<file path="src/rtl/multi_class_batch_ring_fifo_top_macros.svh">
// Assertion macros shared by the multi-class batch ring FIFO RTL.
`ifndef MULTI_CLASS_BATCH_RING_FIFO_TOP_MACROS_SVH
`define MULTI_CLASS_BATCH_RING_FIFO_TOP_MACROS_SVH
`ifndef SYNTHESIS
// Same-cycle implication, checked out of reset.
`define MCBRF_ASSERT_IMPL(label, clk, rstn, ante, cons) \
    label: assert property (@(posedge clk) disable iff (!rstn) (ante) |-> (cons)) \
        else $error("mcbrf assertion failed");
// Next-cycle implication, checked out of reset.
`define MCBRF_ASSERT_NEXT(label, clk, rstn, ante, cons) \
    label: assert property (@(posedge clk) disable iff (!rstn) (ante) |=> (cons)) \
        else $error("mcbrf assertion failed");
`else
`define MCBRF_ASSERT_IMPL(label, clk, rstn, ante, cons)
`define MCBRF_ASSERT_NEXT(label, clk, rstn, ante, cons)
`endif
`endif

</file>
<file path="src/rtl/mcbrf_pkg.sv">
// Shared types and constants of the multi-class batch ring FIFO.
`timescale 1ns / 1ps
`default_nettype none
package mcbrf_pkg;

    // Fixed request and result field widths
    localparam int CLS_FIELD_W = 5;
    localparam int CNT_FIELD_W = 7;

    // Most pointers handed back for one remove request
    localparam int MAX_RESULTS = 64;

    // Batch tally saturates here
    localparam int TALLY_MAX = 127;

    // Request kinds carried on tuser
    localparam logic KIND_INSERT = 1'b0;
    localparam logic KIND_REMOVE = 1'b1;

    // Operations of the shared counter unit
    typedef enum logic [2:0] {
        ALU_INC_WRAP = 3'd0,
        ALU_INC_SAT  = 3'd1,
        ALU_SUB      = 3'd2,
        ALU_MIN      = 3'd3,
        ALU_LT       = 3'd4
    } alu_op_t;

endpackage
`default_nettype wire

</file>
<file path="src/rtl/mcbrf_alu.sv">
// Shared counter unit: wrap/saturate increment, subtract, minimum, compare.
`timescale 1ns / 1ps
`default_nettype none
module mcbrf_alu #(
    parameter int W = 7
) (
    input  mcbrf_pkg::alu_op_t op,
    input  logic [W-1:0]       a,
    input  logic [W-1:0]       b,
    output logic [W-1:0]       y
);
    import mcbrf_pkg::*;

    logic [W-1:0] a_inc;
    logic         a_lt_b;

    assign a_inc  = a + W'(1);
    assign a_lt_b = (a < b);

    // Pick the result of the requested operation
    always_comb begin
        case (op)
            ALU_INC_WRAP: y = (a_inc == b) ? '0 : a_inc;
            ALU_INC_SAT:  y = (a == b) ? a : a_inc;
            ALU_SUB:      y = a - b;
            ALU_MIN:      y = a_lt_b ? a : b;
            ALU_LT:       y = {{(W-1){1'b0}}, a_lt_b};
            default:      y = '0;
        endcase
    end

endmodule
`default_nettype wire
</file>
<file path="config.mk">
export PLATFORM = sky130hd
export DESIGN_NAME = mcbrf_alu
export DESIGN_NICKNAME = d
export VERILOG_FILES = /design/src/rtl/multi_class_batch_ring_fifo_top_macros.svh /design/src/rtl/mcbrf_pkg.sv /design/src/rtl/mcbrf_alu.sv
export SDC_FILE = /design/constraint.sdc
export NUM_CORES = 1
export LEC_CHECK = 0
export ABC_AREA = 1
export BUFFER_PORTS_ARGS = -buffer_cell sky130_fd_sc_hd__buf_2
export CAP_MARGIN = 20
export CORE_UTILIZATION = 23
export DETAILED_ROUTE_END_ITERATION = 6
export SLEW_MARGIN = 20
export SYNTH_ARGS = -nofsm -noshare
export SYNTH_HDL_FRONTEND = slang
export SYNTH_SLANG_ARGS = --single-unit
</file>
<file path="constraint.sdc">
create_clock -name vclk -period 1.37
set_input_delay 0.0685 -clock vclk [all_inputs]
set_output_delay 0.0685 -clock vclk [all_outputs]
set_load 0.03 [all_outputs]
</file>
==> run metrics <==
status=complete, but fails checks; failing checks=setup timing; Final WS setup=-0.294 ns; Finished Core Util=43.3%; Synth cell types=23; largest net degree at the start of global routing=8; Setup TNS=-1.74 ns; Final Setup Violations=7; die area=5210 um^2; Final ANT Viol Nets=0; die width=72.2 um; sink of the worst hold path=y[6]; IO buf count=24; Peak VDD IR=0.000216 V; Final Hold Viols=0; Slew Limit Headroom=72.2%; Hold Buf Count CTS=0; Core Box Area=4720 um^2; FF+latch area=0 um^2; Sw Ratio=54.6%; cell chain of the critical path=buf_8, clkinvlp_4, ha_1, inv_2, nor2_4, nand2_2, o21ai_1, nor2_1, nor2_1, nand2_1, inv_1, nand2_4, buf_4; Total GRT Usage=16.9%; hold wc startpoint=b[6]; initial core utilization=24.0%; Avg Vias per Cell=4.57; DP HPWL=3.23 mm; drt pass-1 iters=4; PD cells=373 nW/um^2; per-cell routed wire length=11.3 um; first-pass GRT wire length=7.14 mm; via count=1732; Final Hold Slack=0.697 ns; Placer Congestion=0.926; Post-Syn Nets=263; area grow syn2layout=80.7%; post-synthesis cell count=236; CP Max Fanout=4; synthesized area=1130 um^2; Slew Viols, Final=0; Seq cells=0; sequential share of power=0%; worst slew pin tran=0.416 ns; io pins=24; sequential element share of the synthesized area=0%; Hold Crit Class=input port to output pin; # Max-Cap Violations=0; Leakage=0.00109 uW; CP Capture Type=output pin; die height=72.2 um; CP max stage cell=ha_1; initial antenna violation count=0; vias in the first global route=1537; total grt overflow=0; Crit path top cell by count=nor2_1; Total Power=762 uW; Psw=416 uW; RSZ-0062 raised after global routing=yes; Clk pwr share=0%; Mapped Avg Cell Area=4.80 um^2; critical path startpoint category=input port; # diodes=0; layout cells sized above 1=47.1%; FP Rows=25; WS Path Type=input port to output pin; Critical Path RT=1.30 ns; DRC=0; Synthesis Warnings=0; drt total wl=4.29 mm; CP arrival=1.60 ns; Largest stage delay, worst path=0.34 ns; fmax=0.601 GHz; hold depth=7; P_int=346 uW; number of DRC markers in iteration 0=114; CLK BUF=0; fin crit share=121%; Comb power frac=100.0%; Tmin final=1.66 ns; nets=341
-- cell usage after synthesis, types with 2 or more instances --
library cell | n | share of area, %
nand2_2 | 3 | 1.7
nand2_1 | 83 | 28
nor3_2 | 2 | 1.8
a21oi_1 | 9 | 4.0
nor2_2 | 3 | 1.7
buf_2 | 2 | 0.88
inv_1 | 42 | 14
nor2_1 | 28 | 9.3
nand3_2 | 2 | 1.8
nand4_1 | 2 | 1.1
nand3_1 | 37 | 16
ha_1 | 9 | 9.9
o21ai_0 | 2 | 0.88
nor2_4 | 2 | 2.0
inv_2 | 2 | 0.66
-- metal layers --
metal / wire [um] / GRT usage, % / up-vias
met5: 0 / 0 / -
met3: 160 / 0.556 / 4
met1: 2030 / 23.1 / 789
met2: 2050 / 29.9 / 46
met4: 48 / 2.83 / 0
li1: - / - / 893
-- power groups by stage --
| stage | combinational, uW | clock [uW] | sequential, uW |
|---|---|---|---|
| final | 762 | 0 | 0 |
| after global routing | 836 | 0 | 0 |
| after CTS | 732 | 0 | 0 |
| after detailed placement | 623 | 0 | 0 |
| after global placement | 619 | 0 | 0 |
| after floorplan | 371 | 0 | 0 |
-- worst max-delay path, delay by kind of cell --
kind / cells / cell delay (ns)
adders and majority gates: 1 / 0.34
and+or+nand+nor: 6 / 0.52
AOI/OAI and AO/OA: 1 / 0.15
buffers and inverters: 5 / 0.52
-- cells by family after synthesis --
logic type / synth area share (%)
compound gates: 6.85
xor+xnor: 0.774
fa+ha+maj: 11.7
buf+inv: 15.5
simple gates: 65.2
-- repair_timing --
action | 4_1_cts | 5_1_grt
resized for setup | 46 | 19
gates cloned | 1 | 0
buffers inserted | 3 | 2
endpoints found under the setup margin | 7 | 7
pin swaps | 23 | 13
-- layout by cell type, fill, tap and decap left out, types with 2 or more instances in the layout --
| cell | n |
|---|---|
| a21oi_1 | 5 |
| a21oi_2 | 3 |
| buf_2 | 15 |
| buf_4 | 55 |
| buf_6 | 5 |
| ha_4 | 8 |
| inv_1 | 31 |
| inv_2 | 12 |
| nand2_1 | 62 |
| nand2_2 | 21 |
| nand2_4 | 5 |
| nand3_1 | 33 |
| nand3_2 | 6 |
| nand4_1 | 2 |
| nor2_1 | 24 |
| nor2_2 | 4 |
| nor2_4 | 5 |
| nor3_2 | 2 |
| o21ai_1 | 2 |
-- how the worst max path moves through the flow --
stage / from / endpoint / slack (ns) / cells past startpoint
2_1_floorplan: a[0] / y[4] / -0.03 / 14
3_3_place_gp: b[3] / y[3] / -0.41 / 13
3_5_place_dp: b[3] / y[1] / -0.44 / 13
4_1_cts: a[0] / y[6] / -0.25 / 14
5_1_grt: a[0] / y[4] / -0.39 / 16
6_report: a[0] / y[1] / -0.29 / 13
-- metrics by stage --
| stage | worst slack (ns) | std cells | cell area [um^2] |
|---|---|---|---|
| final | -0.294 | 379 | 2050 |
| after global routing | -0.385 | 379 | 2050 |
| after CTS | -0.249 | 378 | 1970 |
| after detailed placement | -0.440 | 374 | 1750 |
| after global placement | -0.408 | 374 | 1750 |
| after floorplan | -0.0304 | 236 | 1190 |
-- layout make-up --
| cell class | instances | area, um^2 |
|---|---|---|
| multi-input combinational | 191 | 1210 |
| tap | 67 | 83.8 |
| fill | 501 | 2680 |
| inverter | 44 | 169 |
| timing repair buffer | 77 | 579 |
Power figures use the tool's default switching activity.
